File: src/rtl/core/dast_pkg.sv
// Shared types, constants and a helper function of the alignment core.
package dast_pkg;

	localparam int MAX_LEN = 256;
	localparam int LEN_W   = $clog2(MAX_LEN);
	localparam int CNT_W   = LEN_W + 1;
	localparam int ALN_W   = CNT_W + 1;
	localparam int SCORE_W = 19;
	localparam int SYM_W   = 3;
	localparam logic [SYM_W-1:0] SYM_GAP = 3'd4;

	typedef enum logic [2:0] {
		OP_LOAD_LONG  = 3'd0,
		OP_LOAD_SHORT = 3'd1,
		OP_ALIGN      = 3'd2,
		OP_READ       = 3'd3,
		OP_CLEAR      = 3'd4
	} opcode_t;

	typedef enum logic [1:0] {
		STAT_OK    = 2'd0,
		STAT_EMPTY = 2'd1,
		STAT_OVF   = 2'd2,
		STAT_NONE  = 2'd3
	} status_t;

	typedef enum logic {
		KIND_SUMMARY = 1'b0,
		KIND_COLUMN  = 1'b1
	} kind_t;

	typedef enum logic [1:0] {
		REG_GAP    = 2'd0,
		REG_W_AT   = 2'd1,
		REG_W_GC   = 2'd2
	} reg_idx_t;

	typedef enum logic [1:0] {
		PTR_DIAG = 2'd0,
		PTR_LEFT = 2'd1,
		PTR_UP   = 2'd2
	} ptr_t;

	typedef enum logic [3:0] {
		ST_IDLE, ST_INIT, ST_ROW_RD, ST_ROW_WR, ST_CELL_RD, ST_CELL_WR,
		ST_TRACE_RD, ST_TRACE_WR, ST_SUMMARY, ST_READ_OUT
	} state_t;

	typedef enum logic [3:0] {
		DP_NOP, DP_LOAD_LONG, DP_LOAD_SHORT, DP_CLEAR, DP_ALIGN_START, DP_INIT,
		DP_ROW_RD, DP_ROW_WR, DP_CELL_RD, DP_CELL_WR, DP_TRACE_RD, DP_TRACE_WR,
		DP_SUMMARY, DP_READ_RD, DP_COLUMN
	} dp_op_t;

	typedef struct packed {
		logic init_last;
		logic cell_end;
		logic row_last;
		logic trace_done;
		logic empty;
		logic out_free;
	} dp_status_t;

	// Signed weight for a short-sequence row base and a long-sequence column base.
	function automatic logic signed [7:0] weight_of(logic [63:0] w_at, logic [63:0] w_gc,
			logic [1:0] row, logic [1:0] col);
		logic [3:0]  idx;
		logic [63:0] sel;
		idx = {row, col};
		sel = idx[3] ? w_gc : w_at;
		return $signed(sel[idx[2:0]*8 +: 8]);
	endfunction

endpackage

File: src/rtl/core/dast_if.sv
// Handshake channel interfaces for requests, results and register writes.
interface dast_cmd_if;
	logic       valid;
	logic       ready;
	logic [2:0] opcode;
	logic [1:0] base;
	modport source (output valid, opcode, base, input ready);
	modport sink (input valid, opcode, base, output ready);
endinterface


File: src/rtl/core/dast_ctrl.sv
// Sequencing state machine of the alignment core.
module dast_ctrl (
	input  logic                  clk,
	input  logic                  arst_n,
	dast_cmd_if.sink              cmd,
	input  dast_pkg::dp_status_t  stat,
	output dast_pkg::dp_op_t      op,
	output dast_pkg::state_t      state
);

	dast_pkg::state_t state_q, state_d;
	logic acc;

	assign cmd.ready = (state_q == dast_pkg::ST_IDLE);
	assign acc = cmd.valid && cmd.ready;
	assign state = state_q;

	always_ff @(posedge clk or negedge arst_n) begin
		if (!arst_n) begin
			state_q <= dast_pkg::ST_IDLE;
		end else begin
			state_q <= state_d;
		end
	end

	always_comb begin
		state_d = state_q;
		case (state_q)
			dast_pkg::ST_IDLE: begin
				if (acc && cmd.opcode == dast_pkg::OP_ALIGN) begin
					state_d = stat.empty ? dast_pkg::ST_SUMMARY : dast_pkg::ST_INIT;
				end else if (acc && cmd.opcode == dast_pkg::OP_READ) begin
					state_d = dast_pkg::ST_READ_OUT;
				end
			end
			dast_pkg::ST_INIT: begin
				if (stat.init_last) state_d = dast_pkg::ST_ROW_RD;
			end
			dast_pkg::ST_ROW_RD:  state_d = dast_pkg::ST_ROW_WR;
			dast_pkg::ST_ROW_WR:  state_d = dast_pkg::ST_CELL_RD;
			dast_pkg::ST_CELL_RD: state_d = dast_pkg::ST_CELL_WR;
			dast_pkg::ST_CELL_WR: begin
				if (!stat.cell_end) state_d = dast_pkg::ST_CELL_RD;
				else if (stat.row_last) state_d = dast_pkg::ST_TRACE_RD;
				else state_d = dast_pkg::ST_ROW_RD;
			end
			dast_pkg::ST_TRACE_RD: begin
				state_d = stat.trace_done ? dast_pkg::ST_SUMMARY : dast_pkg::ST_TRACE_WR;
			end
			dast_pkg::ST_TRACE_WR: state_d = dast_pkg::ST_TRACE_RD;
			dast_pkg::ST_SUMMARY, dast_pkg::ST_READ_OUT: begin
				if (stat.out_free) state_d = dast_pkg::ST_IDLE;
			end
			default: state_d = dast_pkg::ST_IDLE;
		endcase
	end

	always_comb begin
		op = dast_pkg::DP_NOP;
		case (state_q)
			dast_pkg::ST_IDLE: begin
				if (acc) begin
					case (cmd.opcode)
						dast_pkg::OP_LOAD_LONG:  op = dast_pkg::DP_LOAD_LONG;
						dast_pkg::OP_LOAD_SHORT: op = dast_pkg::DP_LOAD_SHORT;
						dast_pkg::OP_ALIGN:      op = dast_pkg::DP_ALIGN_START;
						dast_pkg::OP_READ:       op = dast_pkg::DP_READ_RD;
						dast_pkg::OP_CLEAR:      op = dast_pkg::DP_CLEAR;
						default:                 op = dast_pkg::DP_NOP;
					endcase
				end
			end
			dast_pkg::ST_INIT:     op = dast_pkg::DP_INIT;
			dast_pkg::ST_ROW_RD:   op = dast_pkg::DP_ROW_RD;
			dast_pkg::ST_ROW_WR:   op = dast_pkg::DP_ROW_WR;
			dast_pkg::ST_CELL_RD:  op = dast_pkg::DP_CELL_RD;
			dast_pkg::ST_CELL_WR:  op = dast_pkg::DP_CELL_WR;
			dast_pkg::ST_TRACE_RD: begin
				if (!stat.trace_done) op = dast_pkg::DP_TRACE_RD;
			end
			dast_pkg::ST_TRACE_WR: op = dast_pkg::DP_TRACE_WR;
			dast_pkg::ST_SUMMARY: begin
				if (stat.out_free) op = dast_pkg::DP_SUMMARY;
			end
			dast_pkg::ST_READ_OUT: begin
				if (stat.out_free) op = dast_pkg::DP_COLUMN;
			end
			default: op = dast_pkg::DP_NOP;
		endcase
	end

endmodule

File: src/flat_wrapper.sv
// flat-port wrapper written by rule: the top's interface ports become plain ports
module dast_ctrl_flat 
  (clk, arst_n, stat, op, state, cmd_valid, cmd_opcode, cmd_base, cmd_ready);
  dast_cmd_if cmd_i ();
  input  logic clk;
  input  logic arst_n;
  input  dast_pkg::dp_status_t stat;
  output dast_pkg::dp_op_t op;
  output dast_pkg::state_t state;
  input wire logic [$bits(cmd_i.valid)-1:0] cmd_valid;
  input wire logic [$bits(cmd_i.opcode)-1:0] cmd_opcode;
  input wire logic [$bits(cmd_i.base)-1:0] cmd_base;
  output wire logic [$bits(cmd_i.ready)-1:0] cmd_ready;
  assign cmd_i.valid = cmd_valid;
  assign cmd_i.opcode = cmd_opcode;
  assign cmd_i.base = cmd_base;
  assign cmd_ready = cmd_i.ready;
  dast_ctrl u_core (.clk(clk), .arst_n(arst_n), .cmd(cmd_i), .stat(stat), .op(op), .state(state));
endmodule
File: config.mk
export PLATFORM = sky130hd
export DESIGN_NAME = dast_ctrl_flat
export DESIGN_NICKNAME = d
export VERILOG_FILES = /design/src/rtl/core/dast_pkg.sv /design/src/rtl/core/dast_if.sv /design/src/rtl/core/dast_ctrl.sv /design/src/flat_wrapper.sv
export SDC_FILE = /design/constraint.sdc
export NUM_CORES = 1
export LEC_CHECK = 0
export BUFFER_PORTS_ARGS = -buffer_cell sky130_fd_sc_hd__buf_2
export CAP_MARGIN = 40
export CORE_AREA = 2 2 39 41
export CTS_CLUSTER_SIZE = 10
export DETAILED_ROUTE_END_ITERATION = 10
export DIE_AREA = 0 0 41 43
export GPL_TIMING_DRIVEN = 1
export SYNTH_ARGS = -nofsm -noshare
export SYNTH_HDL_FRONTEND = slang
export SYNTH_SLANG_ARGS = --single-unit
export TNS_END_PERCENT = 100
File: constraint.sdc
create_clock -name clk -period 2.45 [get_ports clk]
set_clock_uncertainty 0.15 [all_clocks]
set_input_delay 0.49 -clock clk [delete_from_list [all_inputs] [get_ports clk]]
set_output_delay 0.49 -clock clk [all_outputs]
set_load 0.005 [all_outputs]
## Word-level counts from Yosys, hierarchy flattened

Cells that the tools add are included.

- Equality and inequality tests: 16
- Mux-type cells: 15
- Reductions and logical operators: 7

Operators by type and width:

| cell | count |
|---|---|
| $mux W4 | 11 |
| $pmux W4 S10 | 1 |
| $pmux W4 S9 | 1 |
| $pmux W4 S5 | 1 |
| $eq A4 B3 Y1 const B | 4 |
| $eq A4 B2 Y1 const B | 2 |
| $eq A4 B4 Y1 const B | 2 |
| $eq A3 B2 Y1 const B | 2 |
| $eq A4 B1 Y1 const B | 1 |
| $logic_not A4 Y1 | 1 |
| $ne A2 B2 Y1 const B | 2 |
| $eq A3 B1 Y1 const B | 1 |
| $eq A3 B3 Y1 const B | 1 |
| $logic_and A1 B1 Y1 | 3 |
| $logic_not A3 Y1 | 1 |
| $mux W3 | 1 |
| $ne A3 B3 Y1 const B | 1 |
| $reduce_and A3 Y1 | 1 |
| $reduce_or A2 Y1 | 1 |

- Flip-flop bits (word level): 4
- Input port bits: 14
- Output and inout bits: 9
- Word-level logic and storage cells: 39

## Logic depth before layout (Yosys ltp)

Gate-level depths: netlist of the first run.

- Word-level depth: 6
- Gate-level depth with buffers: 4
- Depth with buffers taken out: 3

## Least setup slack after synthesis of the first run

No wires, ideal clock.

- Path type: register to output
- Start point: register u_core.state_q[0] (netlist: u_core.state[0])
- End point: output op[1]
- Arrival: 1,218 ps
- Slack: 592 ps
- Stages on the path, launching flop included: 5
- Buffers on the path: 1
- Cell sequence: dfrtp_1 buf_4 nor4_2 nand4b_1 o211ai_1

- Longest elaborated chain between the ends: 4

RTL lines:

| element | RTL line | source |
|---|---|---|
| start, declared | dast_ctrl.sv:11 | `dast_pkg::state_t state_q, state_d;` |
| start signal, assigned | dast_ctrl.sv:20 | `state_q <= dast_pkg::ST_IDLE;` |
| start signal, assigned | dast_ctrl.sv:22 | `state_q <= state_d;` |
| $logic_not A4 Y1 * | dast_ctrl.sv:14 | `assign cmd.ready = (state_q == dast_pkg::ST_IDLE);` |
| net cmd_ready | flat_wrapper.sv:13 | `output wire logic [$bits(cmd_i.ready)-1:0] cmd_ready;` |
| $logic_and A1 B1 Y1 | dast_ctrl.sv:15 | `assign acc = cmd.valid && cmd.ready;` |
| $mux W4 | dast_ctrl.sv:62 | `if (acc) begin` |
| $pmux W4 S10 * | dast_ctrl.sv:60 | `case (state_q)` |
| end, declared | flat_wrapper.sv:8 | `output dast_pkg::dp_op_t op;` |

Mark *: on every way through the listed nets, which the timed path passes. The rest lies on a longest branch.

## Final worst setup path of the first run

- Start point: register u_core.state_q[2] (netlist: u_core.state[2])
- End point: output op[3]

- Longest elaborated chain between the ends: 4

RTL lines:

| element | RTL line |
|---|---|
| $logic_not A4 Y1 | dast_ctrl.sv:14, dast_ctrl.sv:60 |
| $logic_and A1 B1 Y1 | dast_ctrl.sv:15 |
| $mux W4 | dast_ctrl.sv:62 |
| $pmux W4 S10 * | dast_ctrl.sv:60 |

Every way passes the cells marked *; elsewhere a longest branch is shown, timed or not.

==> impl_metrics.ini, run 1 <==
[outcome]
status = finished, final reports clean

[clocking]
clock_latency_ns = 0.23
cts_tree = yes
cts_buffer_depth = 2
cts_num_sinks = 4
cts_buffers = 3
cts_htree_levels = 1
root_buffer = clkbuf_4
clk_pin_slew_ns = 0.03

[sta]
finalCritPeriodShare_pct = 90.2
worstMarginPinSlew_ns = 0.490
hold_ws_ns = 0.395
timing.setup.tns_ns = 0
clock.fmax_ghz = 0.453
hold_viol = 0
setup_viol_count_final = 0
finalMaxSlewViolations = 0
rsz0062_at_grt = false
relSlewSlack_pct = 67.1
period_needed_ns = 2.21

[floorplanning]
die_area_mm2 = 0.00176
start_util_pct = 31.7
fp.dieW_um = 41
die_h_um = 43
coreArea_mm2 = 0.00138
ios = 23
std_cell_rows = 14

[placement]
port_buffers = 20
dp_hpwl_um = 853
gp_congestion = 0.813
place_area_um2 = 559

[global_route]
antenna_found_initial = 0
grt_max_degree = 17
first_global_vias = 436
grt_pass1_wl_mm = 1.88
grt-ovfl-total = 0
grt_usage_pct = 14.9

[synthesis]
ys_warn_count = 0
ys_top_cells_by_area = dfrtp_1, nand3b_1, a21oi_1
synth_cell_types = 30
synth.cell_area_um2 = 439
yosysSeqAreaShare_pct = 22.8
ys_seq_elements = 4
synth_top_area_share_pct = 22.8
syn-num-nets = 71
yosys.area.top_type = dfrtp_1
synth_cells = 57
syn_area_per_cell_um2 = 7.70

[finish]
fill_cells = 146
largest_register_ffs = 4
area_growth_pct = 34.8
final_nets = 96
drive_gt1_share_pct = 35.0
design_area_um2 = 592
antennaDiodeCount = 0

[detailed_routing]
drtIter0Drc = 9
ant_nets = 0
vias_per_cell = 5.54
wl_mm = 1.13
firstDrtPassIters = 4
drc = 0
avgRoutedWirePerCell_um = 11.8
num_vias = 532

[setup_path]
crit_required_ns = 1.81
critPathTopFamily = flip-flops
worstSetupEndpointType = primary output
reg2regPathDepth = 4
worstPathMaxFanout = 13
crit_type = reg -> out
cp-start-kind = flop
cp_slowest_cell = dfrtp_1
path_cells = inv_1 > mux2_2 > o211ai_1 > buf_2
crit_buf_inv = 2
crit_cells = 4
cp.arrival_ns = 1.57
crit_path_max_incr_delay_ns = 0.50

[power_and_ir_drop]
max-vdd-ir-drop_mv = 0.305
leakagePower_nw = 0.266
total_power_uw = 593
power_density_mw_per_mm2 = 1000

[hold_path]
hp-class = reg -> reg
min_path_cells = 1

[flow_run]
drv_cap = 0
==> cell type report <==
| class | instances | area, um2 | share of cell area, % |
|---|---|---|---|
| multi-input cells | 46 | 305 | 51.6 |
| repair buffers | 24 | 133 | 22.4 |
| flip-flops and latches | 4 | 100 | 16.9 |
| clock buffers | 3 | 22.5 | 3.81 |
| well taps | 16 | 20.0 | 3.38 |
| inverters | 3 | 11.3 | 1.90 |
==> cell families after synthesis <==
family	share of synthesized area, %
AND/OR/NAND/NOR	36.8
AO/OA/AOI/OAI	28.2
buffers and inverters	7.69
flip-flops	22.8
XOR/XNOR	1.99
multiplexers	2.56
==> where the power goes <==
| part | leakage, nW | switching [mW] | internal [mW] |
|---|---|---|---|
| combinational | 0.199 | 0.204 | 0.188 |
| sequential | 0.0526 | 0.0311 | 0.0900 |
| clock | 0.0138 | 0.0254 | 0.0547 |
==> Yosys cell counts (all sizes together) <==
cell	instances
a211o	1
a21oi	5
a22oi	1
a311o	1
a31oi	1
and3b	1
and4b	1
buf	2
clkbuf	2
dfrtp	4
inv	3
mux2	1
nand2	5
nand3	2
nand3b	4
nand4b	1
nor2	5
nor2b	1
nor3	2
nor4	1
nor4b	2
o2111ai	1
o211ai	2
o21a	1
o21ai	1
o22ai	1
o311ai	1
o31ai	2
or4b	1
xor2	1
==> layout by cell type, fill, tap and decap left out, drive strengths merged <==
cell	n
a211o	1
a21oi	5
a22oi	1
a311o	1
a31oi	1
and3b	1
and4b	1
buf	23
clkbuf	3
dfrtp	4
dlygate4sd3	1
inv	3
mux2	1
nand2	5
nand3	2
nand3b	4
nand4b	1
nor2	5
nor2b	1
nor3	2
nor4	1
nor4b	2
o2111ai	1
o211ai	2
o21a	1
o21ai	1
o22ai	1
o311ai	1
o31ai	2
or4b	1
xor2	1
==> final timing paths <==
check	start	end	slack (ns)
max in group asynchronous	arst_n	u_core.state[3]$_DFFE_PN0P_	1.60
min in group asynchronous	arst_n	u_core.state[1]$_DFFE_PN0P_	0.44
worst min register to register	u_core.state[3]$_DFFE_PN0P_	u_core.state[2]$_DFFE_PN0P_	0.40
worst max-delay path	u_core.state[2]$_DFFE_PN0P_	op[3]	0.24
worst max register to register	u_core.state[3]$_DFFE_PN0P_	u_core.state[0]$_DFFE_PN0P_	0.73
worst min-delay path	u_core.state[3]$_DFFE_PN0P_	u_core.state[2]$_DFFE_PN0P_	0.40
==> stage by stage <==
| step | setup WS (ns) | cells | utilization [%] |
|---|---|---|---|
| floorplan | 0.592 | 57 | - |
| global placement | 0.495 | 92 | 40.4 |
| detailed placement | 0.477 | 92 | 40.4 |
| CTS | 0.227 | 96 | 42.8 |
| global route | 0.130 | 96 | 42.8 |
| finish | 0.241 | 96 | 42.8 |
==> routing by layer <==
| layer | GRT usage (%) | share of wire [%] | wire, um |
|---|---|---|---|
| met1 | 22.0 | 48 | 544 |
| met2 | 21.6 | 47 | 527 |
| met3 | 1.57 | 3.3 | 37 |
| met4 | 6.00 | 1.7 | 19 |
| met5 | 0 | 0 | 0 |
==> timing repair <==
item                                   4_1_cts  5_1_grt
hold buffers                                 1        0
setup buffers                                0        0
endpoints found under the hold margin        4        0
resized for setup                            0        0
setup endpoints to repair                    0        0
Note: power is estimated with default switching activity, not from simulation.
==> inputs of run 2 (changes only) <==
- CORE_AREA: 2 2 39 41 -> 5 5 42 44
- DIE_AREA: 0 0 41 43 -> 0 0 47 49
- clock period: 2.45 -> 1.8 ns (I/O delays scaled with it)
==> impl_metrics.ini, run 2 (synthesis results as in run 1) <==
[outcome]
status = complete, but fails checks
violations = setup timing

[clocking]
cts_tree = yes
clk_pin_slew_ns = 0.04
cts_buffer_depth = 2
clock_latency_ns = 0.23
root_buffer = clkbuf_4
cts_buffers = 3
cts_num_sinks = 4
cts_htree_levels = 1

[global_route]
grt_usage_pct = 13.2
antenna_found_initial = 0
grt_pass1_wl_mm = 2.35
grt-ovfl-total = 0
first_global_vias = 562
grt_max_degree = 10

[finish]
antennaDiodeCount = 0
layout_commonest_cell = buf_2
largest_register_ffs = 4
area_growth_pct = 63.5
layout_common_cells = buf_2, buf_4, nand2_1, a21oi_1, nand3b_1
fill_cells = 154
drive_gt1_share_pct = 48.9
design_area_um2 = 718
final_nets = 110

[placement]
place_area_um2 = 627
dp_hpwl_mm = 1.08
port_buffers = 20
gp_congestion = 0.789
dpl_worst_slack_ns = 0.0195

[sta]
relSlewSlack_pct = 81.3
hold_ws_ns = 0.298
finalMaxSlewViolations = 0
worstMarginPinSlew_ns = 0.276
hold_viol = 0
finalCritPeriodShare_pct = 110
period_needed_ns = 1.98
clock.fmax_ghz = 0.504
finalWorstSetupSlack_ns = -0.182
rsz0062_at_grt = true
setup_viol_count_final = 3

[hold_path]
hp-class = in -> reg
holdCritStartpoint = stat[4]

[power_and_ir_drop]
total_power_mw = 1.03
leakagePower_nw = 0.338
max-vdd-ir-drop_mv = 0.645
power_density_mw_per_mm2 = 1430

[setup_path]
cp-start-kind = flop
worstPathMaxFanout = 5
crit_required_ns = 1.29
rr_startpoint = u_core.state[1]$_DFFE_PN0P_
crit_start = u_core.state[2]$_DFFE_PN0P_
worstSetupEndpointType = primary output
cp.arrival_ns = 1.47
crit_type = reg -> out

[detailed_routing]
ant_nets = 0
wl_mm = 1.55
drtIter0Drc = 14
avgRoutedWirePerCell_um = 14.1
num_vias = 599
vias_per_cell = 5.45
drc = 0
firstDrtPassIters = 4

[floorplanning]
fp.dieW_um = 47
start_util_pct = 31.3
ios = 23
die_area_mm2 = 0.00230
coreArea_mm2 = 0.00140
std_cell_rows = 14
die_h_um = 49

[flow_run]
drv_cap = 0
[run 2: changes by cell type in the layout (fill, tap and decap cells not counted), sizes merged]
cell,previous run,this run
buf,23,37
[run 2: timing repair]
item	4_1_cts	5_1_grt
resized for setup	5	4
hold buffers	1	0
setup endpoints to repair	3	4
buffers inserted	4	2
pin swaps	2	3
endpoints found under the hold margin	4	0
[run 2: area by class of cell]
cell class	count	area (um2)	share of cell area, %
clock buffer	3	22.5	3.14
inverter	3	11.3	1.57
multi-input combinational	46	320	44.6
sequential	4	103	14.3
tap	16	20.0	2.79
timing repair buffer	38	241	33.6
[run 2: worst max-delay path: stages (launching register included)]
cell	delay [ns]
dfrtp_1	0.43
buf_6	0.15
nor4_2	0.17
buf_4	0.19
nand4b_1	0.09
o211ai_1	0.09
buf_2	0.13
[run 2: routing by layer]
layer,share of wire (%),global-route usage [%]
met1,43,16.9
met2,51,21.5
met3,4.6,2.58
met4,1.9,4.15
met5,0,0
[run 2: worst paths after layout]
kind                                               end  slack (ns)  cells past startpoint
hold / removal             u_core.state[1]$_DFFE_PN0P_        0.30                      3
max in group asynchronous  u_core.state[1]$_DFFE_PN0P_        1.05                      2
min in group asynchronous  u_core.state[2]$_DFFE_PN0P_        0.32                      2
setup / recovery                                 op[1]       -0.18                      6
hold reg to reg            u_core.state[3]$_DFFE_PN0P_        0.60                      4
setup reg to reg           u_core.state[0]$_DFFE_PN0P_        0.08                      4
[run 2: where the power goes]
group / switching, mW / internal [mW] / leakage (nW)
registers: 0.0416 / 0.125 / 0.0497
logic: 0.357 / 0.394 / 0.275
clock network: 0.0365 / 0.0746 / 0.0138
total: 0.435 / 0.594 / 0.338
[run 2: metrics by stage]
| step | utilization [%] | instances | TNS, ns |
|---|---|---|---|
| 5_1_grt | 51.2 | 110 | -0.670 |
| 4_1_cts | 49.6 | 109 | -0.325 |
| 3_5_place_dp | 44.7 | 101 | 0 |
| 3_3_place_gp | 44.7 | 101 | 0 |
| 2_1_floorplan | - | 57 | 0 |
| 6_report | 51.2 | 110 | -0.485 |
